**src/rtl/arsg_pkg.sv**
```systemverilog
// Shared types and constants of the ring allreduce schedule generator.
// Used by the divider, the top level, the checker and the testbench.
package arsg_pkg;

	localparam int MAX_RANKS  = 64;
	localparam int MAX_LEVELS = 6;
	localparam int LVL_W      = $clog2(MAX_LEVELS);
	localparam int CNT_W      = $clog2(MAX_LEVELS + 1);
	localparam int RANK_W     = $clog2(MAX_RANKS + 1);
	localparam int NUM_W      = 32 + RANK_W;
	localparam int DCNT_W     = $clog2(NUM_W + 1);

	localparam logic [2:0] REG_NUM_RANKS    = 3'd0;
	localparam logic [2:0] REG_RANK_INDEX   = 3'd1;
	localparam logic [2:0] REG_TOTAL_LENGTH = 3'd2;
	localparam logic [2:0] REG_ELEM_BYTES   = 3'd3;
	localparam logic [2:0] REG_COMM_NOTE    = 3'd4;
	localparam logic [2:0] REG_REDUCE_NOTE  = 3'd5;
	localparam logic [2:0] REG_REDUCE_BASE  = 3'd6;
	localparam logic [2:0] REG_COMM_BASE    = 3'd7;

	localparam logic [1:0] SEND_NONE    = 2'd0;
	localparam logic [1:0] SEND_COMM    = 2'd1;
	localparam logic [1:0] SEND_INPLACE = 2'd2;

	typedef enum logic [4:0] {
		ST_IDLE, ST_B_INIT, ST_B_FTEST, ST_B_FWAIT, ST_B_TAIL, ST_B_SSEL, ST_B_SWR,
		ST_B_RDIV, ST_B_RWAIT, ST_B_DSEL, ST_B_DDIV, ST_B_DWAIT, ST_P_START,
		ST_W_STEP, ST_W_R, ST_W_ADV, ST_AFTER_WALK, ST_R_SET, ST_R_FIN, ST_SEND_DEC,
		ST_S_SET, ST_S_FIN, ST_G_FIND, ST_G_SET, ST_G_FIN, ST_SP_LO, ST_SP_LO_W,
		ST_SP_HI, ST_SP_HI_W, ST_DONE
	} state_t;

	typedef struct packed {
		logic              start;
		logic [NUM_W-1:0]  num;
		logic [RANK_W-1:0] den;
	} div_req_t;

	typedef struct packed {
		logic              done;
		logic [NUM_W-1:0]  quo;
		logic [RANK_W-1:0] rem;
	} div_rsp_t;

	typedef struct packed {
		logic        do_reduce;
		logic        scale_by_ranks;
		logic [47:0] reduce_src_offset;
		logic [47:0] reduce_dst_offset;
		logic [31:0] reduce_elems;
		logic [1:0]  send_kind;
		logic [5:0]  target_rank;
		logic [47:0] send_src_offset;
		logic [47:0] send_dst_offset;
		logic [34:0] send_bytes;
		logic [15:0] notification_id;
		logic        final_phase;
	} res_t;

endpackage

```
**src/rtl/arsg_chan_if.sv**
```systemverilog
// Valid/ready channels of the schedule generator: phase in, descriptor out.
// No dependencies.
interface arsg_in_if;
	logic       valid;
	logic       ready;
	logic [6:0] phase_index;
	modport source(output valid, output phase_index, input ready);
	modport sink(input valid, input phase_index, output ready);
endinterface

interface arsg_out_if;
	logic        valid;
	logic        ready;
	logic        do_reduce;
	logic        scale_by_ranks;
	logic [47:0] reduce_src_offset;
	logic [47:0] reduce_dst_offset;
	logic [31:0] reduce_elems;
	logic [1:0]  send_kind;
	logic [5:0]  target_rank;
	logic [47:0] send_src_offset;
	logic [47:0] send_dst_offset;
	logic [34:0] send_bytes;
	logic [15:0] notification_id;
	logic        final_phase;
	modport source(output valid, input ready, output do_reduce, output scale_by_ranks,
		output reduce_src_offset, output reduce_dst_offset, output reduce_elems,
		output send_kind, output target_rank, output send_src_offset,
		output send_dst_offset, output send_bytes, output notification_id,
		output final_phase);
	modport sink(input valid, output ready, input do_reduce, input scale_by_ranks,
		input reduce_src_offset, input reduce_dst_offset, input reduce_elems,
		input send_kind, input target_rank, input send_src_offset,
		input send_dst_offset, input send_bytes, input notification_id,
		input final_phase);
endinterface

```
**src/rtl/arsg_div.sv**
```systemverilog
// Shared restoring divider, one quotient bit per cycle.
// Depends on arsg_pkg.
module arsg_div (
	input  logic               clk,
	input  logic               arst_n,
	input  arsg_pkg::div_req_t req,
	output arsg_pkg::div_rsp_t rsp
);

	logic [arsg_pkg::NUM_W-1:0]  work_q;
	logic [arsg_pkg::RANK_W-1:0] rem_q;
	logic [arsg_pkg::RANK_W-1:0] den_q;
	logic [arsg_pkg::DCNT_W-1:0] cnt_q;
	logic                        done_q;
	logic [arsg_pkg::RANK_W:0]   trial;
	logic                        take;

	assign trial = {rem_q, work_q[arsg_pkg::NUM_W-1]};
	assign take  = trial >= {1'b0, den_q};

	always_ff @(posedge clk or negedge arst_n) begin
		if (!arst_n) begin
			cnt_q  <= '0;
			done_q <= 1'b0;
		end else begin
			done_q <= 1'b0;
			if (req.start) begin
				cnt_q <= arsg_pkg::DCNT_W'(arsg_pkg::NUM_W);
			end else if (cnt_q != '0) begin
				cnt_q <= cnt_q - 1'b1;
				if (cnt_q == arsg_pkg::DCNT_W'(1)) done_q <= 1'b1;
			end
		end
	end

	always_ff @(posedge clk) begin
		if (req.start) begin
			work_q <= req.num;
			den_q  <= req.den;
			rem_q  <= '0;
		end else if (cnt_q != '0) begin
			work_q <= {work_q[arsg_pkg::NUM_W-2:0], take};
			rem_q  <= take ? arsg_pkg::RANK_W'(trial - {1'b0, den_q})
			               : trial[arsg_pkg::RANK_W-1:0];
		end
	end

	assign rsp.done = done_q;
	assign rsp.quo  = work_q;
	assign rsp.rem  = rem_q;

endmodule

```
**src/rtl/allreduce_ring_schedule_generator.sv**
```systemverilog
// Top level of the nested-ring allreduce schedule generator.
// Depends on arsg_pkg, arsg_chan_if and arsg_div.
//
//   port      direction  handshake            carries
//   in_ch     sink       valid/ready          phase_index
//   out_ch    source     valid/ready          one phase descriptor
//   APB       slave      psel/penable/pready  eight config registers, 8-byte stride
//
// One item at a time; ready is high only while the sequencer is idle.
// The first item after reset or a config write first factors the rank count.
// An item whose phase lies in the reduce-scatter half then walks the steps
// before it. Nearly all of the time goes to the single divider.
// A stalled result waits in the output register.
module allreduce_ring_schedule_generator (
	input  logic               clk,
	input  logic               arst_n,
	arsg_in_if.sink            in_ch,
	arsg_out_if.source         out_ch,
	input  logic               psel,
	input  logic               penable,
	input  logic               pwrite,
	input  logic [5:0]         paddr,
	input  logic [63:0]        pwdata,
	output logic [63:0]        prdata,
	output logic               pready
);

	localparam int ML = arsg_pkg::MAX_LEVELS;
	localparam int LW = arsg_pkg::LVL_W;
	localparam int CW = arsg_pkg::CNT_W;
	localparam int RW = arsg_pkg::RANK_W;

	logic [6:0]  num_ranks_q;
	logic [5:0]  rank_index_q;
	logic [31:0] total_length_q;
	logic [3:0]  element_bytes_q;
	logic [15:0] comm_note_q;
	logic [15:0] reduce_note_q;
	logic [39:0] reduce_base_q;
	logic [39:0] comm_base_q;
	logic        tables_ready_q;

	logic [RW-1:0] factor_q [ML];
	logic [RW-1:0] stride_q [ML];
	logic [RW-1:0] weight_q [ML];
	logic [5:0]    digit_q  [ML];
	logic [CW-1:0] cnt_q;
	logic [5:0]    stotal_q;
	logic [RW-1:0] eff_q;
	logic [5:0]    rmod_q;

	arsg_pkg::state_t state_q, state_d, ret_q;
	logic [RW-1:0] n_q;
	logic [3:0]    f_q;
	logic [CW-1:0] i_q;
	logic [RW-1:0] acc_q;
	logic [5:0]    r_q;
	logic [LW-1:0] sel_q;
	logic [6:0]    p_q;
	logic [5:0]    c_q, l_q, j_q;
	logic [47:0]   local_q, remote_q, local_a_q, remote_b_q;
	logic [LW-1:0] lvl_a_q, lvl_b_q;
	logic [5:0]    lp_a_q, lp_b_q;
	logic [RW-1:0] st_q;
	logic [32:0]   lo_q, hi_q;
	arsg_pkg::res_t res_q, out_q;
	logic          out_valid_q;

	arsg_pkg::div_req_t div_req;
	arsg_pkg::div_rsp_t div_rsp;

	arsg_div u_div (.clk(clk), .arst_n(arst_n), .req(div_req), .rsp(div_rsp));

	logic          cfg_wr, in_acc, out_load;
	logic [RW-1:0] f_sel, stride_sel, weight_sel;
	logic [5:0]    d_sel;
	logic [12:0]   pre;
	logic [5:0]    id_l;
	logic [1:0]    id_k;
	logic [7:0]    id_raw;
	logic [6:0]    id_w;
	logic [RW-1:0] st_next;
	logic [12:0]   st_sum;
	logic [5:0]    nb;
	logic [12:0]   dw;
	logic [32:0]   span_w;
	logic [36:0]   span_b, lo_b;
	logic [47:0]   local_new;
	logic          hit_a, hit_b;
	logic [6:0]    two_s, s_ext;
	logic [RW-1:0] n_clamp;
	logic [CW-1:0] cnt_tail;
	logic [7:0]    ff;

	assign pready = 1'b1;
	assign cfg_wr = psel && penable && pwrite && pready;
	assign in_acc = in_ch.valid && in_ch.ready;

	assign f_sel      = factor_q[sel_q];
	assign stride_sel = stride_q[sel_q];
	assign weight_sel = weight_q[sel_q];
	assign d_sel      = digit_q[sel_q];

	always_comb begin
		pre = '0;
		for (int k = 0; k < ML; k++) begin
			if (LW'(k) < sel_q) pre = pre + 13'(digit_q[k] * stride_q[k]);
		end
	end

	always_comb begin
		id_l = l_q;
		id_k = 2'd1;
		unique case (state_q)
			arsg_pkg::ST_W_R:   id_k = 2'd2;
			arsg_pkg::ST_R_SET: begin
				id_l = lp_a_q;
				id_k = 2'd2;
			end
			arsg_pkg::ST_S_SET: id_l = lp_b_q;
			arsg_pkg::ST_G_SET: id_k = 2'd0;
			default: ;
		endcase
	end

	assign id_raw  = {2'b0, d_sel} + {1'b0, f_sel} - {2'b0, id_l} - {6'b0, id_k};
	assign id_w    = (id_raw >= {1'b0, f_sel}) ? 7'(id_raw - {1'b0, f_sel}) : id_raw[6:0];
	assign st_sum  = pre + 13'(id_w * stride_sel);
	assign st_next = st_sum[RW-1:0];

	assign dw = 13'(d_sel * weight_sel);
	assign nb = ({1'b0, d_sel} + 7'd1 == f_sel) ? 6'({7'b0, rmod_q} - dw)
	                                           : 6'({7'b0, rmod_q} + {6'b0, weight_sel});

	assign span_w    = hi_q - lo_q;
	assign span_b    = 37'(span_w * element_bytes_q);
	assign lo_b      = 37'(lo_q * element_bytes_q);
	assign local_new = local_q + {11'b0, span_b};

	assign s_ext  = {1'b0, stotal_q};
	assign two_s  = {stotal_q, 1'b0};
	assign hit_a  = (p_q != '0) && ({1'b0, c_q} == p_q - 7'd1);
	assign hit_b  = {1'b0, c_q} == p_q;

	assign n_clamp  = (num_ranks_q == '0) ? RW'(1)
	                : (num_ranks_q > RW'(arsg_pkg::MAX_RANKS)) ? RW'(arsg_pkg::MAX_RANKS)
	                : num_ranks_q;
	assign cnt_tail = (n_q > RW'(1) && cnt_q < CW'(ML)) ? cnt_q + 1'b1 : cnt_q;
	assign ff       = f_q * f_q;

	assign out_load = (state_q == arsg_pkg::ST_DONE) && (!out_valid_q || out_ch.ready);

	always_comb begin
		state_d = state_q;
		unique case (state_q)
			arsg_pkg::ST_IDLE:
				if (in_acc) state_d = tables_ready_q ? arsg_pkg::ST_P_START : arsg_pkg::ST_B_INIT;
			arsg_pkg::ST_B_INIT:  state_d = arsg_pkg::ST_B_FTEST;
			arsg_pkg::ST_B_FTEST:
				state_d = (ff <= {1'b0, n_q}) ? arsg_pkg::ST_B_FWAIT : arsg_pkg::ST_B_TAIL;
			arsg_pkg::ST_B_FWAIT: if (div_rsp.done) state_d = arsg_pkg::ST_B_FTEST;
			arsg_pkg::ST_B_TAIL:  state_d = arsg_pkg::ST_B_SSEL;
			arsg_pkg::ST_B_SSEL:
				state_d = (i_q == '0) ? arsg_pkg::ST_B_RDIV : arsg_pkg::ST_B_SWR;
			arsg_pkg::ST_B_SWR:   state_d = arsg_pkg::ST_B_SSEL;
			arsg_pkg::ST_B_RDIV:  state_d = arsg_pkg::ST_B_RWAIT;
			arsg_pkg::ST_B_RWAIT: if (div_rsp.done) state_d = arsg_pkg::ST_B_DSEL;
			arsg_pkg::ST_B_DSEL:
				state_d = (i_q == cnt_q) ? arsg_pkg::ST_P_START : arsg_pkg::ST_B_DDIV;
			arsg_pkg::ST_B_DDIV:  state_d = arsg_pkg::ST_B_DWAIT;
			arsg_pkg::ST_B_DWAIT: if (div_rsp.done) state_d = arsg_pkg::ST_B_DSEL;
			arsg_pkg::ST_P_START: begin
				if (p_q > two_s || stotal_q == '0) state_d = arsg_pkg::ST_DONE;
				else if (p_q <= s_ext) state_d = arsg_pkg::ST_W_STEP;
				else state_d = arsg_pkg::ST_SEND_DEC;
			end
			arsg_pkg::ST_W_STEP: begin
				if (hit_b || (hit_a && p_q == s_ext)) state_d = arsg_pkg::ST_AFTER_WALK;
				else state_d = arsg_pkg::ST_SP_LO;
			end
			arsg_pkg::ST_W_R:     state_d = arsg_pkg::ST_SP_LO;
			arsg_pkg::ST_W_ADV:   state_d = arsg_pkg::ST_W_STEP;
			arsg_pkg::ST_AFTER_WALK:
				state_d = (p_q != '0) ? arsg_pkg::ST_R_SET : arsg_pkg::ST_SEND_DEC;
			arsg_pkg::ST_R_SET:   state_d = arsg_pkg::ST_SP_LO;
			arsg_pkg::ST_R_FIN:   state_d = arsg_pkg::ST_SEND_DEC;
			arsg_pkg::ST_SEND_DEC: begin
				if (p_q < s_ext) state_d = arsg_pkg::ST_S_SET;
				else if (p_q < two_s) state_d = arsg_pkg::ST_G_FIND;
				else state_d = arsg_pkg::ST_DONE;
			end
			arsg_pkg::ST_S_SET:   state_d = arsg_pkg::ST_SP_LO;
			arsg_pkg::ST_S_FIN:   state_d = arsg_pkg::ST_DONE;
			arsg_pkg::ST_G_FIND:
				if ({1'b0, j_q} < f_sel - 1'b1) state_d = arsg_pkg::ST_G_SET;
			arsg_pkg::ST_G_SET:   state_d = arsg_pkg::ST_SP_LO;
			arsg_pkg::ST_G_FIN:   state_d = arsg_pkg::ST_DONE;
			arsg_pkg::ST_SP_LO:   state_d = arsg_pkg::ST_SP_LO_W;
			arsg_pkg::ST_SP_LO_W: if (div_rsp.done) state_d = arsg_pkg::ST_SP_HI;
			arsg_pkg::ST_SP_HI:   state_d = arsg_pkg::ST_SP_HI_W;
			arsg_pkg::ST_SP_HI_W: if (div_rsp.done) state_d = ret_q;
			arsg_pkg::ST_DONE:    if (out_load) state_d = arsg_pkg::ST_IDLE;
			default:              state_d = arsg_pkg::ST_IDLE;
		endcase
	end

	always_comb begin
		in_ch.ready   = state_q == arsg_pkg::ST_IDLE;
		div_req.start = 1'b0;
		div_req.num   = '0;
		div_req.den   = eff_q;
		unique case (state_q)
			arsg_pkg::ST_B_FTEST: begin
				div_req.start = ff <= {1'b0, n_q};
				div_req.num   = {{(arsg_pkg::NUM_W-RW){1'b0}}, n_q};
				div_req.den   = {{(RW-4){1'b0}}, f_q};
			end
			arsg_pkg::ST_B_RDIV: begin
				div_req.start = 1'b1;
				div_req.num   = {{(arsg_pkg::NUM_W-6){1'b0}}, rank_index_q};
			end
			arsg_pkg::ST_B_DDIV: begin
				div_req.start = 1'b1;
				div_req.num   = {{(arsg_pkg::NUM_W-6){1'b0}}, r_q};
				div_req.den   = f_sel;
			end
			arsg_pkg::ST_SP_LO: begin
				div_req.start = 1'b1;
				div_req.num   = arsg_pkg::NUM_W'(total_length_q * st_q)
				              + arsg_pkg::NUM_W'(eff_q - 1'b1);
			end
			arsg_pkg::ST_SP_HI: begin
				div_req.start = 1'b1;
				div_req.num   = arsg_pkg::NUM_W'(total_length_q * RW'(st_q + stride_sel))
				              + arsg_pkg::NUM_W'(eff_q - 1'b1);
			end
			default: ;
		endcase
	end

	always_ff @(posedge clk or negedge arst_n) begin
		if (!arst_n) begin
			state_q         <= arsg_pkg::ST_IDLE;
			out_valid_q     <= 1'b0;
			tables_ready_q  <= 1'b0;
			cnt_q           <= '0;
			num_ranks_q     <= 7'd1;
			rank_index_q    <= '0;
			total_length_q  <= '0;
			element_bytes_q <= 4'd4;
			comm_note_q     <= '0;
			reduce_note_q   <= '0;
			reduce_base_q   <= '0;
			comm_base_q     <= '0;
		end else begin
			state_q <= state_d;
			if (out_load) out_valid_q <= 1'b1;
			else if (out_ch.ready) out_valid_q <= 1'b0;
			if (state_q == arsg_pkg::ST_B_INIT) cnt_q <= '0;
			if (state_q == arsg_pkg::ST_B_FWAIT && div_rsp.done && div_rsp.rem == '0
			    && cnt_q < CW'(ML)) cnt_q <= cnt_q + 1'b1;
			if (state_q == arsg_pkg::ST_B_TAIL) cnt_q <= cnt_tail;
			if (cfg_wr) tables_ready_q <= 1'b0;
			else if (state_q == arsg_pkg::ST_B_DSEL && i_q == cnt_q) tables_ready_q <= 1'b1;
			if (cfg_wr) begin
				unique case (paddr[5:3])
					arsg_pkg::REG_NUM_RANKS:    num_ranks_q     <= pwdata[6:0];
					arsg_pkg::REG_RANK_INDEX:   rank_index_q    <= pwdata[5:0];
					arsg_pkg::REG_TOTAL_LENGTH: total_length_q  <= pwdata[31:0];
					arsg_pkg::REG_ELEM_BYTES:   element_bytes_q <= pwdata[3:0];
					arsg_pkg::REG_COMM_NOTE:    comm_note_q     <= pwdata[15:0];
					arsg_pkg::REG_REDUCE_NOTE:  reduce_note_q   <= pwdata[15:0];
					arsg_pkg::REG_REDUCE_BASE:  reduce_base_q   <= pwdata[39:0];
					arsg_pkg::REG_COMM_BASE:    comm_base_q     <= pwdata[39:0];
					default: ;
				endcase
			end
		end
	end

	always_ff @(posedge clk) begin
		if (out_load) out_q <= res_q;
		unique case (state_q)
			arsg_pkg::ST_IDLE: if (in_acc) p_q <= in_ch.phase_index;
			arsg_pkg::ST_B_INIT: begin
				n_q   <= n_clamp;
				eff_q <= n_clamp;
				f_q   <= 4'd2;
			end
			arsg_pkg::ST_B_FWAIT: if (div_rsp.done) begin
				if (div_rsp.rem == '0) begin
					if (cnt_q < CW'(ML)) factor_q[cnt_q[LW-1:0]] <= {3'b0, f_q};
					else factor_q[ML-1] <= RW'(factor_q[ML-1] * f_q);
					n_q <= div_rsp.quo[RW-1:0];
				end else begin
					f_q <= f_q + 1'b1;
				end
			end
			arsg_pkg::ST_B_TAIL: begin
				if (n_q > RW'(1)) begin
					if (cnt_q < CW'(ML)) factor_q[cnt_q[LW-1:0]] <= n_q;
					else factor_q[ML-1] <= RW'(factor_q[ML-1] * n_q);
				end
				i_q   <= cnt_tail;
				acc_q <= RW'(1);
			end
			arsg_pkg::ST_B_SSEL: if (i_q != '0) sel_q <= LW'(i_q - 1'b1);
			arsg_pkg::ST_B_SWR: begin
				stride_q[sel_q] <= acc_q;
				acc_q           <= RW'(acc_q * f_sel);
				i_q             <= i_q - 1'b1;
			end
			arsg_pkg::ST_B_RWAIT: if (div_rsp.done) begin
				rmod_q   <= div_rsp.rem[5:0];
				r_q      <= div_rsp.rem[5:0];
				i_q      <= '0;
				acc_q    <= RW'(1);
				stotal_q <= '0;
			end
			arsg_pkg::ST_B_DSEL: if (i_q != cnt_q) sel_q <= i_q[LW-1:0];
			arsg_pkg::ST_B_DWAIT: if (div_rsp.done) begin
				digit_q[sel_q]  <= div_rsp.rem[5:0];
				weight_q[sel_q] <= acc_q;
				acc_q           <= RW'(acc_q * f_sel);
				r_q             <= div_rsp.quo[5:0];
				stotal_q        <= 6'(stotal_q + f_sel - 1'b1);
				i_q             <= i_q + 1'b1;
			end
			arsg_pkg::ST_P_START: begin
				res_q    <= {{($bits(arsg_pkg::res_t)-1){1'b0}}, p_q == two_s};
				c_q      <= '0;
				l_q      <= '0;
				sel_q    <= '0;
				local_q  <= '0;
				remote_q <= '0;
			end
			arsg_pkg::ST_W_STEP: begin
				if (hit_a) begin
					lvl_a_q   <= sel_q;
					lp_a_q    <= l_q;
					local_a_q <= local_q;
				end
				if (hit_b) begin
					lvl_b_q    <= sel_q;
					lp_b_q     <= l_q;
					remote_b_q <= remote_q;
				end
				st_q  <= st_next;
				ret_q <= arsg_pkg::ST_W_R;
			end
			arsg_pkg::ST_W_R: begin
				remote_q <= remote_q + {11'b0, span_b};
				st_q     <= st_next;
				ret_q    <= arsg_pkg::ST_W_ADV;
			end
			arsg_pkg::ST_W_ADV: begin
				local_q <= local_new;
				c_q     <= c_q + 1'b1;
				if ({1'b0, l_q} + 7'd1 == f_sel - 1'b1) begin
					l_q      <= '0;
					sel_q    <= sel_q + 1'b1;
					remote_q <= local_new;
				end else begin
					l_q <= l_q + 1'b1;
				end
			end
			arsg_pkg::ST_AFTER_WALK: sel_q <= lvl_a_q;
			arsg_pkg::ST_R_SET: begin
				st_q  <= st_next;
				ret_q <= arsg_pkg::ST_R_FIN;
			end
			arsg_pkg::ST_R_FIN: begin
				res_q.do_reduce         <= 1'b1;
				res_q.scale_by_ranks    <= p_q == s_ext;
				res_q.reduce_src_offset <= {8'b0, comm_base_q} + local_a_q;
				res_q.reduce_dst_offset <= {8'b0, reduce_base_q} + {11'b0, lo_b};
				res_q.reduce_elems      <= span_w[31:0];
			end
			arsg_pkg::ST_SEND_DEC: begin
				if (p_q < s_ext) sel_q <= lvl_b_q;
				else sel_q <= LW'(cnt_q - 1'b1);
				j_q <= 6'(p_q - s_ext);
			end
			arsg_pkg::ST_S_SET: begin
				st_q  <= st_next;
				ret_q <= arsg_pkg::ST_S_FIN;
			end
			arsg_pkg::ST_S_FIN: begin
				res_q.send_kind       <= arsg_pkg::SEND_COMM;
				res_q.target_rank     <= nb;
				res_q.send_src_offset <= {8'b0, reduce_base_q} + {11'b0, lo_b};
				res_q.send_dst_offset <= {8'b0, comm_base_q} + remote_b_q;
				res_q.send_bytes      <= span_b[34:0];
				res_q.notification_id <= comm_note_q + {9'b0, p_q};
			end
			arsg_pkg::ST_G_FIND: begin
				if ({1'b0, j_q} < f_sel - 1'b1) begin
					l_q <= j_q;
				end else begin
					j_q   <= 6'(j_q - (f_sel - 1'b1));
					sel_q <= sel_q - 1'b1;
				end
			end
			arsg_pkg::ST_G_SET: begin
				st_q  <= st_next;
				ret_q <= arsg_pkg::ST_G_FIN;
			end
			arsg_pkg::ST_G_FIN: begin
				res_q.send_kind       <= arsg_pkg::SEND_INPLACE;
				res_q.target_rank     <= nb;
				res_q.send_src_offset <= {8'b0, reduce_base_q} + {11'b0, lo_b};
				res_q.send_dst_offset <= {8'b0, reduce_base_q} + {11'b0, lo_b};
				res_q.send_bytes      <= span_b[34:0];
				res_q.notification_id <= reduce_note_q + 16'(p_q - s_ext);
			end
			arsg_pkg::ST_SP_LO_W: if (div_rsp.done) lo_q <= div_rsp.quo[32:0];
			arsg_pkg::ST_SP_HI_W: if (div_rsp.done) hi_q <= div_rsp.quo[32:0];
			default: ;
		endcase
	end

	always_comb begin
		unique case (paddr[5:3])
			arsg_pkg::REG_NUM_RANKS:    prdata = {57'b0, num_ranks_q};
			arsg_pkg::REG_RANK_INDEX:   prdata = {58'b0, rank_index_q};
			arsg_pkg::REG_TOTAL_LENGTH: prdata = {32'b0, total_length_q};
			arsg_pkg::REG_ELEM_BYTES:   prdata = {60'b0, element_bytes_q};
			arsg_pkg::REG_COMM_NOTE:    prdata = {48'b0, comm_note_q};
			arsg_pkg::REG_REDUCE_NOTE:  prdata = {48'b0, reduce_note_q};
			arsg_pkg::REG_REDUCE_BASE:  prdata = {24'b0, reduce_base_q};
			arsg_pkg::REG_COMM_BASE:    prdata = {24'b0, comm_base_q};
			default:                    prdata = '0;
		endcase
	end

	assign out_ch.valid             = out_valid_q;
	assign out_ch.do_reduce         = out_q.do_reduce;
	assign out_ch.scale_by_ranks    = out_q.scale_by_ranks;
	assign out_ch.reduce_src_offset = out_q.reduce_src_offset;
	assign out_ch.reduce_dst_offset = out_q.reduce_dst_offset;
	assign out_ch.reduce_elems      = out_q.reduce_elems;
	assign out_ch.send_kind         = out_q.send_kind;
	assign out_ch.target_rank       = out_q.target_rank;
	assign out_ch.send_src_offset   = out_q.send_src_offset;
	assign out_ch.send_dst_offset   = out_q.send_dst_offset;
	assign out_ch.send_bytes        = out_q.send_bytes;
	assign out_ch.notification_id   = out_q.notification_id;
	assign out_ch.final_phase       = out_q.final_phase;

endmodule

```
**src/flat_wrapper.sv**
```systemverilog
// flat-port wrapper written by rule: the top's interface ports become plain ports
module allreduce_ring_schedule_generator_flat 
  (clk, arst_n, psel, penable, pwrite, paddr, pwdata, prdata, pready, in_ch_valid, in_ch_phase_index, in_ch_ready, out_ch_valid, out_ch_ready, out_ch_do_reduce, out_ch_scale_by_ranks, out_ch_reduce_src_offset, out_ch_reduce_dst_offset, out_ch_reduce_elems, out_ch_send_kind, out_ch_target_rank, out_ch_send_src_offset, out_ch_send_dst_offset, out_ch_send_bytes, out_ch_notification_id, out_ch_final_phase);
  arsg_in_if in_ch_i ();
  arsg_out_if out_ch_i ();
  input  logic clk;
  input  logic arst_n;
  input  logic psel;
  input  logic penable;
  input  logic pwrite;
  input  logic [5:0] paddr;
  input  logic [63:0] pwdata;
  output logic [63:0] prdata;
  output logic pready;
  input wire logic [$bits(in_ch_i.valid)-1:0] in_ch_valid;
  input wire logic [$bits(in_ch_i.phase_index)-1:0] in_ch_phase_index;
  output wire logic [$bits(in_ch_i.ready)-1:0] in_ch_ready;
  output wire logic [$bits(out_ch_i.valid)-1:0] out_ch_valid;
  input wire logic [$bits(out_ch_i.ready)-1:0] out_ch_ready;
  output wire logic [$bits(out_ch_i.do_reduce)-1:0] out_ch_do_reduce;
  output wire logic [$bits(out_ch_i.scale_by_ranks)-1:0] out_ch_scale_by_ranks;
  output wire logic [$bits(out_ch_i.reduce_src_offset)-1:0] out_ch_reduce_src_offset;
  output wire logic [$bits(out_ch_i.reduce_dst_offset)-1:0] out_ch_reduce_dst_offset;
  output wire logic [$bits(out_ch_i.reduce_elems)-1:0] out_ch_reduce_elems;
  output wire logic [$bits(out_ch_i.send_kind)-1:0] out_ch_send_kind;
  output wire logic [$bits(out_ch_i.target_rank)-1:0] out_ch_target_rank;
  output wire logic [$bits(out_ch_i.send_src_offset)-1:0] out_ch_send_src_offset;
  output wire logic [$bits(out_ch_i.send_dst_offset)-1:0] out_ch_send_dst_offset;
  output wire logic [$bits(out_ch_i.send_bytes)-1:0] out_ch_send_bytes;
  output wire logic [$bits(out_ch_i.notification_id)-1:0] out_ch_notification_id;
  output wire logic [$bits(out_ch_i.final_phase)-1:0] out_ch_final_phase;
  assign in_ch_i.valid = in_ch_valid;
  assign in_ch_i.phase_index = in_ch_phase_index;
  assign in_ch_ready = in_ch_i.ready;
  assign out_ch_valid = out_ch_i.valid;
  assign out_ch_i.ready = out_ch_ready;
  assign out_ch_do_reduce = out_ch_i.do_reduce;
  assign out_ch_scale_by_ranks = out_ch_i.scale_by_ranks;
  assign out_ch_reduce_src_offset = out_ch_i.reduce_src_offset;
  assign out_ch_reduce_dst_offset = out_ch_i.reduce_dst_offset;
  assign out_ch_reduce_elems = out_ch_i.reduce_elems;
  assign out_ch_send_kind = out_ch_i.send_kind;
  assign out_ch_target_rank = out_ch_i.target_rank;
  assign out_ch_send_src_offset = out_ch_i.send_src_offset;
  assign out_ch_send_dst_offset = out_ch_i.send_dst_offset;
  assign out_ch_send_bytes = out_ch_i.send_bytes;
  assign out_ch_notification_id = out_ch_i.notification_id;
  assign out_ch_final_phase = out_ch_i.final_phase;
  allreduce_ring_schedule_generator u_core (.clk(clk), .arst_n(arst_n), .in_ch(in_ch_i), .out_ch(out_ch_i), .psel(psel), .penable(penable), .pwrite(pwrite), .paddr(paddr), .pwdata(pwdata), .prdata(prdata), .pready(pready));
endmodule
```
**config.mk**
```make
export PLATFORM = sky130hd
export DESIGN_NAME = allreduce_ring_schedule_generator_flat
export DESIGN_NICKNAME = d
export VERILOG_FILES = /design/src/rtl/arsg_pkg.sv /design/src/rtl/arsg_chan_if.sv /design/src/rtl/arsg_div.sv /design/src/rtl/allreduce_ring_schedule_generator.sv /design/src/flat_wrapper.sv
export SDC_FILE = /design/constraint.sdc
export NUM_CORES = 2
export LEC_CHECK = 0
export ABC_AREA = 1
export BUFFER_PORTS_ARGS = -buffer_cell sky130_fd_sc_hd__buf_2
export CAP_MARGIN = 15
export CORE_MARGIN = 1
export CORE_UTILIZATION = 45
export DETAILED_ROUTE_END_ITERATION = 10
export GPL_TIMING_DRIVEN = 0
export PLACE_DENSITY = 0.63
export SYNTH_ARGS = -nofsm -noshare
export SYNTH_HDL_FRONTEND = slang
export SYNTH_SLANG_ARGS = --single-unit
```
**constraint.sdc**
```tcl
create_clock -name clk -period 19.7 [get_ports clk]
set_input_delay 0.985 -clock clk [delete_from_list [all_inputs] [get_ports clk]]
set_output_delay 0.985 -clock clk [all_outputs]
set_load 0.01 [all_outputs]
```
# After elaboration in Yosys (flattened, before gate mapping)
# Memories as Yosys holds them, arrays and structs flattened. A register that Yosys moved wholly into a read port is not among the register bits.
# Cells that the tools add are included.
# totals
regBits	1165
latchBits	0
ram_bits	162
romBits	0
input_bits	84
output_inout_bits	353
wordCells	393
memories	4
# mem_list
memory	depth	word_bits	read_ports	rd_clocked_by_memory_dff	write_ports	line_no	rtl
u_core.factor_q	6	7	2	1	1	allreduce_ring_schedule_generator.sv:43	logic [RW-1:0] factor_q [ML];
u_core.stride_q	6	7	7	1	1	allreduce_ring_schedule_generator.sv:44	logic [RW-1:0] stride_q [ML];
u_core.weight_q	6	7	1	1	1	allreduce_ring_schedule_generator.sv:45	logic [RW-1:0] weight_q [ML];
u_core.digit_q	6	6	7	1	1	allreduce_ring_schedule_generator.sv:46	logic [5:0] digit_q [ML];
# op_classes
addsub	44
n_mul	16
div_mod_pow	0
magnitude_cmp	17
n_eq_ne	60
shift	0
mux	115
n_bitwise	2
reduce_logical	69
# ops
cell	count
64-bit one-hot mux with 8 select lines	1
155-bit one-hot mux with 3 select lines	1
130-bit one-hot mux with 2 select lines	1
40-bit one-hot mux with 5 select lines	1
48-bit one-hot mux with 3 select lines	1
5-bit one-hot mux with 24 select lines	1
7-bit 2-to-1 mux	17
40-bit by 48-bit adder with 48-bit output	2
48-bit by 37-bit adder with 48-bit output	2
48-bit one-hot mux with 2 select lines	1
39-bit adder	2
32-bit by 7-bit multiplier with 39-bit output	2
39-bit 2-to-1 mux	2
33-bit by 4-bit multiplier with 37-bit output	2
5-bit == test (second input constant)	14
6-bit 2-to-1 mux	10
6-bit one-hot mux with 2 select lines	5
3-bit 2-to-1 mux	18
5-bit 2-to-1 mux	10
7-bit adder	7
48-bit 2-to-1 mux	1
6-bit by 7-bit multiplier with 7-bit output	6
40-bit by 37-bit adder with 41-bit output	1
5-bit by 4-bit == test with 1-bit output (second input constant)	8
82 further kinds	207

# Depth between registers and ports, before layout
# An unclocked memory read counts as a cell.
# depth
word_depth	14
ltp_mapped	62
mapped_depth_nobuf	61

# Hierarchy
# Synthesis repeated with hierarchy kept, for this count alone.
# unflattened
hier_cells	11311
area_unflattened_um2	99156.3
# by_module_without_submodules
module	n_inst	cells_each	area_each_um2	seq_area_each_um2
allreduce_ring_schedule_generator	1	10986	96196.0	37013.0
arsg_div	1	325	2960.3	1696.6

# Worst setup path before layout
# Ideal clock, no wire load.
# synth_path
path_type	input to register
from	input out_ch_ready
to	register, netlist name u_core.out_ch.do_reduce
setup_time_ns	0.910
t_arrival_ns	12.229
required_ns	18.790
path_slack_ns	6.561
cell_stages	2
n_path_buf	0
cell_sequence	nor2_1 nor2_1
# synth_via
elab_chain_len	2
# synth_rtl
item	line_no	rtl
from (decl)	flat_wrapper.sv:19	input wire logic [$bits(out_ch_i.ready)-1:0] out_ch_ready;
1-bit logical OR	allreduce_ring_schedule_generator.sv:151	assign out_load = (state_q == arsg_pkg::ST_DONE) && (!out_valid_q || out_ch.ready);
1-bit logical AND	allreduce_ring_schedule_generator.sv:151	
named net u_core.out_load	allreduce_ring_schedule_generator.sv:74	logic cfg_wr, in_acc, out_load;
# The timed path passes the listed nets, and every way through them passes these cells.
# A chain may end at the register's enable or synchronous reset.

==> report_table.html <==
<table>
<tr><th>Metric</th><th>Value</th></tr>
<tr><th colspan="2">Clock tree</th></tr>
<tr><td># hold bufs at CTS</td><td>0</td></tr>
<tr><td>CTS resizes</td><td>0</td></tr>
<tr><td>Maximum count of clock buffers along a single path</td><td>3</td></tr>
<tr><td>Clk Latency, worst-skew pair</td><td>0.85 ns</td></tr>
<tr><td>Clock tree root buffer cell</td><td>sky130_fd_sc_hd__clkbuf_16</td></tr>
<tr><td>Setup Fix Bufs, Post-CTS</td><td>0</td></tr>
<tr><td>CTS tree</td><td>yes</td></tr>
<tr><td>Num Clock Sinks</td><td>1,322</td></tr>
<tr><td>Num CTS Buffers</td><td>146</td></tr>
<tr><td>Number of levels the H-tree was split into</td><td>4</td></tr>
<tr><td>Clock slew at the register clock pins of the worst setup and hold paths</td><td>0.07 ns</td></tr>
<tr><th colspan="2">Yosys</th></tr>
<tr><td>Flip-flop and latch count after synthesis</td><td>1,322</td></tr>
<tr><td>Post-synth ARST share</td><td>0.135</td></tr>
<tr><td>Count of warnings emitted by yosys</td><td>0</td></tr>
<tr><td>Number of synthesized flops with an enable pin</td><td>1,134</td></tr>
<tr><td>Average instance area after synthesis</td><td>8.89 µm²</td></tr>
<tr><td>Share of synthesized area occupied by flip-flops and latches</td><td>0.393</td></tr>
<tr><td>Main synth FF type</td><td>sky130_fd_sc_hd__edfxtp_1</td></tr>
<tr><td>Number of different library cells in the post-synthesis netlist</td><td>78</td></tr>
<tr><td>Total standard cell area after synthesis</td><td>98,400 µm²</td></tr>
<tr><td>Instance count of the mapped netlist</td><td>11,070</td></tr>
<tr><th colspan="2">Die</th></tr>
<tr><td>Core region area</td><td>217,000 µm²</td></tr>
<tr><td>Die height</td><td>470 µm</td></tr>
<tr><td>Die Span X</td><td>470 µm</td></tr>
<tr><td>Initial core utilization</td><td>0.453</td></tr>
<tr><td>Area of the die</td><td>221,000 µm²</td></tr>
<tr><td>FP Rows</td><td>171</td></tr>
<tr><td>Count of pins on the block boundary</td><td>437</td></tr>
<tr><th colspan="2">Timing</th></tr>
<tr><td>Max-slew violation count</td><td>0</td></tr>
<tr><td>Final setup violating endpoints</td><td>0</td></tr>
<tr><td>Worst-margin pin slew</td><td>1.25 ns</td></tr>
<tr><td>Time the worst path needs with I/O delays and setup</td><td>13.23 ns</td></tr>
<tr><td>Setup TNS</td><td>0 ns</td></tr>
<tr><td>Period utilisation layout</td><td>0.672</td></tr>
<tr><td>Setup skew after layout</td><td>0.0471 ns</td></tr>
<tr><td>Max-Slew Margin vs Limit</td><td>0.157</td></tr>
<tr><td>Final-report hold violation count</td><td>0</td></tr>
<tr><td>Maximum clock rate</td><td>75.6 MHz</td></tr>
<tr><td>RSZ-0062 raised after global routing</td><td>no</td></tr>
<tr><th colspan="2">Global route</th></tr>
<tr><td>Wire length of the first global-routing pass</td><td>507,000 µm</td></tr>
<tr><td>Via count of the first global-routing pass</td><td>79,297</td></tr>
<tr><td>Number of antenna violations at the first check in global routing</td><td>27</td></tr>
<tr><td>Total grt overflow</td><td>0</td></tr>
<tr><td>Pin count of the biggest net entering global routing</td><td>104</td></tr>
<tr><td>Total GRT Usage</td><td>0.310</td></tr>
<tr><th colspan="2">Layout</th></tr>
<tr><td>Ratio of cells with drive above 1 in the final layout</td><td>0.0719</td></tr>
<tr><td>End-of-flow core utilization</td><td>0.505</td></tr>
<tr><td>Total Nets Final</td><td>13,052</td></tr>
<tr><td>Area Overhead vs Synth</td><td>11.4%</td></tr>
<tr><th colspan="2">Flow run</th></tr>
<tr><td>Maximum Capacitance Violations</td><td>0</td></tr>
<tr><th colspan="2">Route</th></tr>
<tr><td>Number of DRC violations after detailed-routing iteration 0</td><td>8,336</td></tr>
<tr><td>First drt pass iteration count</td><td>7</td></tr>
<tr><td>Total wire length</td><td>346,000 µm</td></tr>
<tr><td>Number of remaining DRC errors</td><td>0</td></tr>
<tr><td>Vias per cell</td><td>5.51</td></tr>
<tr><td>Post-DR wirelength/cell</td><td>23.6 µm</td></tr>
<tr><td>Via count</td><td>80,664</td></tr>
<tr><td>Antenna Nets Post-Route</td><td>0</td></tr>
<tr><th colspan="2">Setup path</th></tr>
<tr><td>Worst setup slack for register-to-register paths</td><td>6.47 ns</td></tr>
<tr><td>Highest-delay cell along the critical path</td><td>sky130_fd_sc_hd__edfxtp_1</td></tr>
<tr><td>Type of the worst setup path</td><td>flop to flop</td></tr>
<tr><td>Cells on worst reg2reg path</td><td>57</td></tr>
<tr><td>Kind of start point of the critical path</td><td>flop</td></tr>
<tr><td>Reg-to-Reg Start</td><td>u_core.digit_q[0][2]</td></tr>
<tr><td>Endpoint of the lowest-slack register-to-register path</td><td>u_core.st_q[6]</td></tr>
<tr><td>Data required, critical path</td><td>20.30 ns</td></tr>
<tr><td>Highest net fanout along the worst path</td><td>6</td></tr>
<tr><td>Maximum single-stage delay on the critical path</td><td>0.56 ns</td></tr>
<tr><td>CP delay by family, top</td><td>adder cells</td></tr>
<tr><td>Most used cell, CP</td><td>sky130_fd_sc_hd__nand2_1</td></tr>
<tr><td>Endpoint arrival time on the critical path</td><td>13.83 ns</td></tr>
<tr><td>Worst Path Buf+Inv</td><td>10</td></tr>
<tr><td>Worst setup EP type</td><td>flop</td></tr>
<tr><th colspan="2">Placed design</th></tr>
<tr><td>Final weighted congestion in routability-driven placement</td><td>1.00</td></tr>
<tr><td>Buffers on Ports</td><td>370</td></tr>
<tr><td>Placed wire-length estimate after detailed placement</td><td>285,000 µm</td></tr>
<tr><th colspan="2">Min path</th></tr>
<tr><td>Type of the tightest min-delay check</td><td>input pin to async pin</td></tr>
<tr><th colspan="2">Run status</th></tr>
<tr><td>Result of the run</td><td>finished, final reports clean</td></tr>
</table>
## synth_stat cells, types with 8 or more instances
| cell | n | area share |
|---|---|---|
| sky130_fd_sc_hd__nand2_2 | 11 | 0.00070 |
| sky130_fd_sc_hd__nand4_1 | 60 | 0.0038 |
| sky130_fd_sc_hd__o21a_1 | 44 | 0.0034 |
| sky130_fd_sc_hd__o22ai_1 | 83 | 0.0053 |
| sky130_fd_sc_hd__nor4_1 | 28 | 0.0018 |
| sky130_fd_sc_hd__mux2_2 | 9 | 0.0010 |
| sky130_fd_sc_hd__o21ai_1 | 49 | 0.0025 |
| sky130_fd_sc_hd__a31o_2 | 9 | 0.00080 |
| sky130_fd_sc_hd__nor3_1 | 80 | 0.0041 |
| sky130_fd_sc_hd__o31ai_1 | 9 | 0.00069 |
| sky130_fd_sc_hd__a21oi_1 | 709 | 0.036 |
| sky130_fd_sc_hd__fa_1 | 660 | 0.13 |
| sky130_fd_sc_hd__buf_2 | 16 | 0.00081 |
| sky130_fd_sc_hd__nor2_2 | 8 | 0.00051 |
| sky130_fd_sc_hd__nor3b_1 | 10 | 0.00076 |
| sky130_fd_sc_hd__xnor2_1 | 125 | 0.011 |
| sky130_fd_sc_hd__buf_4 | 48 | 0.0037 |
| sky130_fd_sc_hd__nand3_1 | 310 | 0.016 |
| sky130_fd_sc_hd__edfxtp_1 | 1134 | 0.35 |
| sky130_fd_sc_hd__a211oi_1 | 20 | 0.0015 |
| sky130_fd_sc_hd__o2111ai_1 | 19 | 0.0017 |
| sky130_fd_sc_hd__o211ai_1 | 47 | 0.0036 |
| sky130_fd_sc_hd__o21ai_0 | 634 | 0.032 |
| sky130_fd_sc_hd__and3_1 | 12 | 0.00076 |
| sky130_fd_sc_hd__o21bai_1 | 41 | 0.0031 |
| sky130_fd_sc_hd__a21boi_0 | 8 | 0.00061 |
| sky130_fd_sc_hd__dfrtp_1 | 176 | 0.045 |
| sky130_fd_sc_hd__a31oi_1 | 67 | 0.0043 |
| sky130_fd_sc_hd__or2_2 | 55 | 0.0035 |
| sky130_fd_sc_hd__a21o_1 | 33 | 0.0025 |
| sky130_fd_sc_hd__a22oi_1 | 29 | 0.0022 |
| sky130_fd_sc_hd__xor2_1 | 201 | 0.018 |
| sky130_fd_sc_hd__dfxtp_1 | 10 | 0.0020 |
| sky130_fd_sc_hd__o221ai_1 | 25 | 0.0022 |
| sky130_fd_sc_hd__a221oi_1 | 15 | 0.0013 |
| sky130_fd_sc_hd__nor2_1 | 1074 | 0.041 |
| sky130_fd_sc_hd__inv_2 | 23 | 0.00088 |
| sky130_fd_sc_hd__nand2_1 | 2183 | 0.083 |
| sky130_fd_sc_hd__inv_1 | 2003 | 0.076 |
| sky130_fd_sc_hd__ha_1 | 646 | 0.082 |
| sky130_fd_sc_hd__clkbuf_1 | 219 | 0.0084 |
| sky130_fd_sc_hd__a32o_1 | 11 | 0.0011 |
| sky130_fd_sc_hd__buf_1 | 15 | 0.00057 |
| sky130_fd_sc_hd__nand3b_1 | 19 | 0.0014 |
## cell usage in the layout, fill, tap and decap left out, types with 255 or more instances in the layout
cell type	Yosys	routed
sky130_fd_sc_hd__nand2_1	2183	2180
sky130_fd_sc_hd__inv_1	2003	2001
sky130_fd_sc_hd__edfxtp_1	1134	1134
sky130_fd_sc_hd__nor2_1	1074	1069
sky130_fd_sc_hd__a21oi_1	709	708
sky130_fd_sc_hd__fa_1	660	660
sky130_fd_sc_hd__ha_1	646	646
sky130_fd_sc_hd__o21ai_0	634	634
sky130_fd_sc_hd__buf_2	16	385
sky130_fd_sc_hd__nand3_1	310	310
sky130_fd_sc_hd__clkbuf_1	219	255
## flip-flops by register name (all words and copies together), names as in the netlist, 42 cells and up, named ones only
register / count
u_core.res_q: 272
u_core.stride_q: 56
u_core.digit_q: 48
u_core.local_a_q: 48
u_core.local_q: 48
u_core.out_ch.reduce_src_offset: 48
u_core.out_ch.send_dst_offset: 48
u_core.remote_b_q: 48
u_core.remote_q: 48
u_core.factor_q: 42
## worst reg2reg max path: cells and delay by family, from the launching register on
kind / cells / cell delay [ns]
flip-flops: 1 / 0.56
XOR/XNOR: 5 / 0.88
AO/OA/AOI/OAI: 5 / 1.57
multiplexers: 1 / 0.31
adder cells (fa/ha/maj): 19 / 7.79
buffers and inverters: 10 / 0.56
AND/OR/NAND/NOR: 17 / 1.34
## metal layers
layer,global-route usage,part of all wire,vias to the layer above
li1,-,-,37214
met1,0.396,0.40,39330
met2,0.503,0.46,3438
met3,0.0447,0.071,674
met4,0.180,0.066,8
met5,0,0.00017,-
## worst max path at each step
stage / from / to / slack [ns] / cells after the start
global placement: out_ch_ready / u_core.out_ch.send_dst_offset[42] / 0.25 / 3
global route: u_core.digit_q[0][0] / u_core.st_q[6] / 5.51 / 57
detailed placement: u_core.digit_q[0][0] / u_core.st_q[6] / 6.33 / 50
finish: u_core.digit_q[0][2] / u_core.st_q[6] / 6.47 / 57
floorplan: out_ch_ready / u_core.out_ch.do_reduce / 6.56 / 2
CTS: u_core.digit_q[0][1] / u_core.st_q[6] / 6.29 / 49
## cell type report
| cell class | count | area [µm²] |
|---|---|---|
| timing repair buffer | 407 | 2510 |
| tap | 2854 | 3570 |
| fill | 20329 | 107000 |
| antenna | 6 | 15.0 |
| clock inverter | 83 | 1060 |
| clock buffer | 187 | 3880 |
| inverter | 2035 | 7640 |
| sequential | 1322 | 38700 |
| buffer | 305 | 1400 |
| multi-input combinational | 7445 | 50900 |
## cell families after synthesis
logic type      count (synthesis)  share of synthesized area
simple gates                 3868                      0.159
buf+inv                      2340                     0.0918
compound gates               1892                      0.109
flops                        1322                      0.393
fa+ha+maj                    1306                      0.216
xor+xnor                      327                     0.0292
mux                            13                    0.00144
other cells                     2                  0.0000763
## through the flow
step                      setup slack [ns]  cell area, µm²  std cells  hold slack (ns)
final                                 6.47          110000      14644            0.183
after global routing                  5.51          110000      14640            0.239
after CTS                             6.29          110000      14633            0.192
after detailed placement              6.33          105000      14363            0.405
after global placement               0.248          104000      14331            0.401
after floorplan                       6.56           98600      11107            0.400
Power is not shown: default switching activity piles up to over one toggle a cycle in this logic, so the estimate is an artifact.
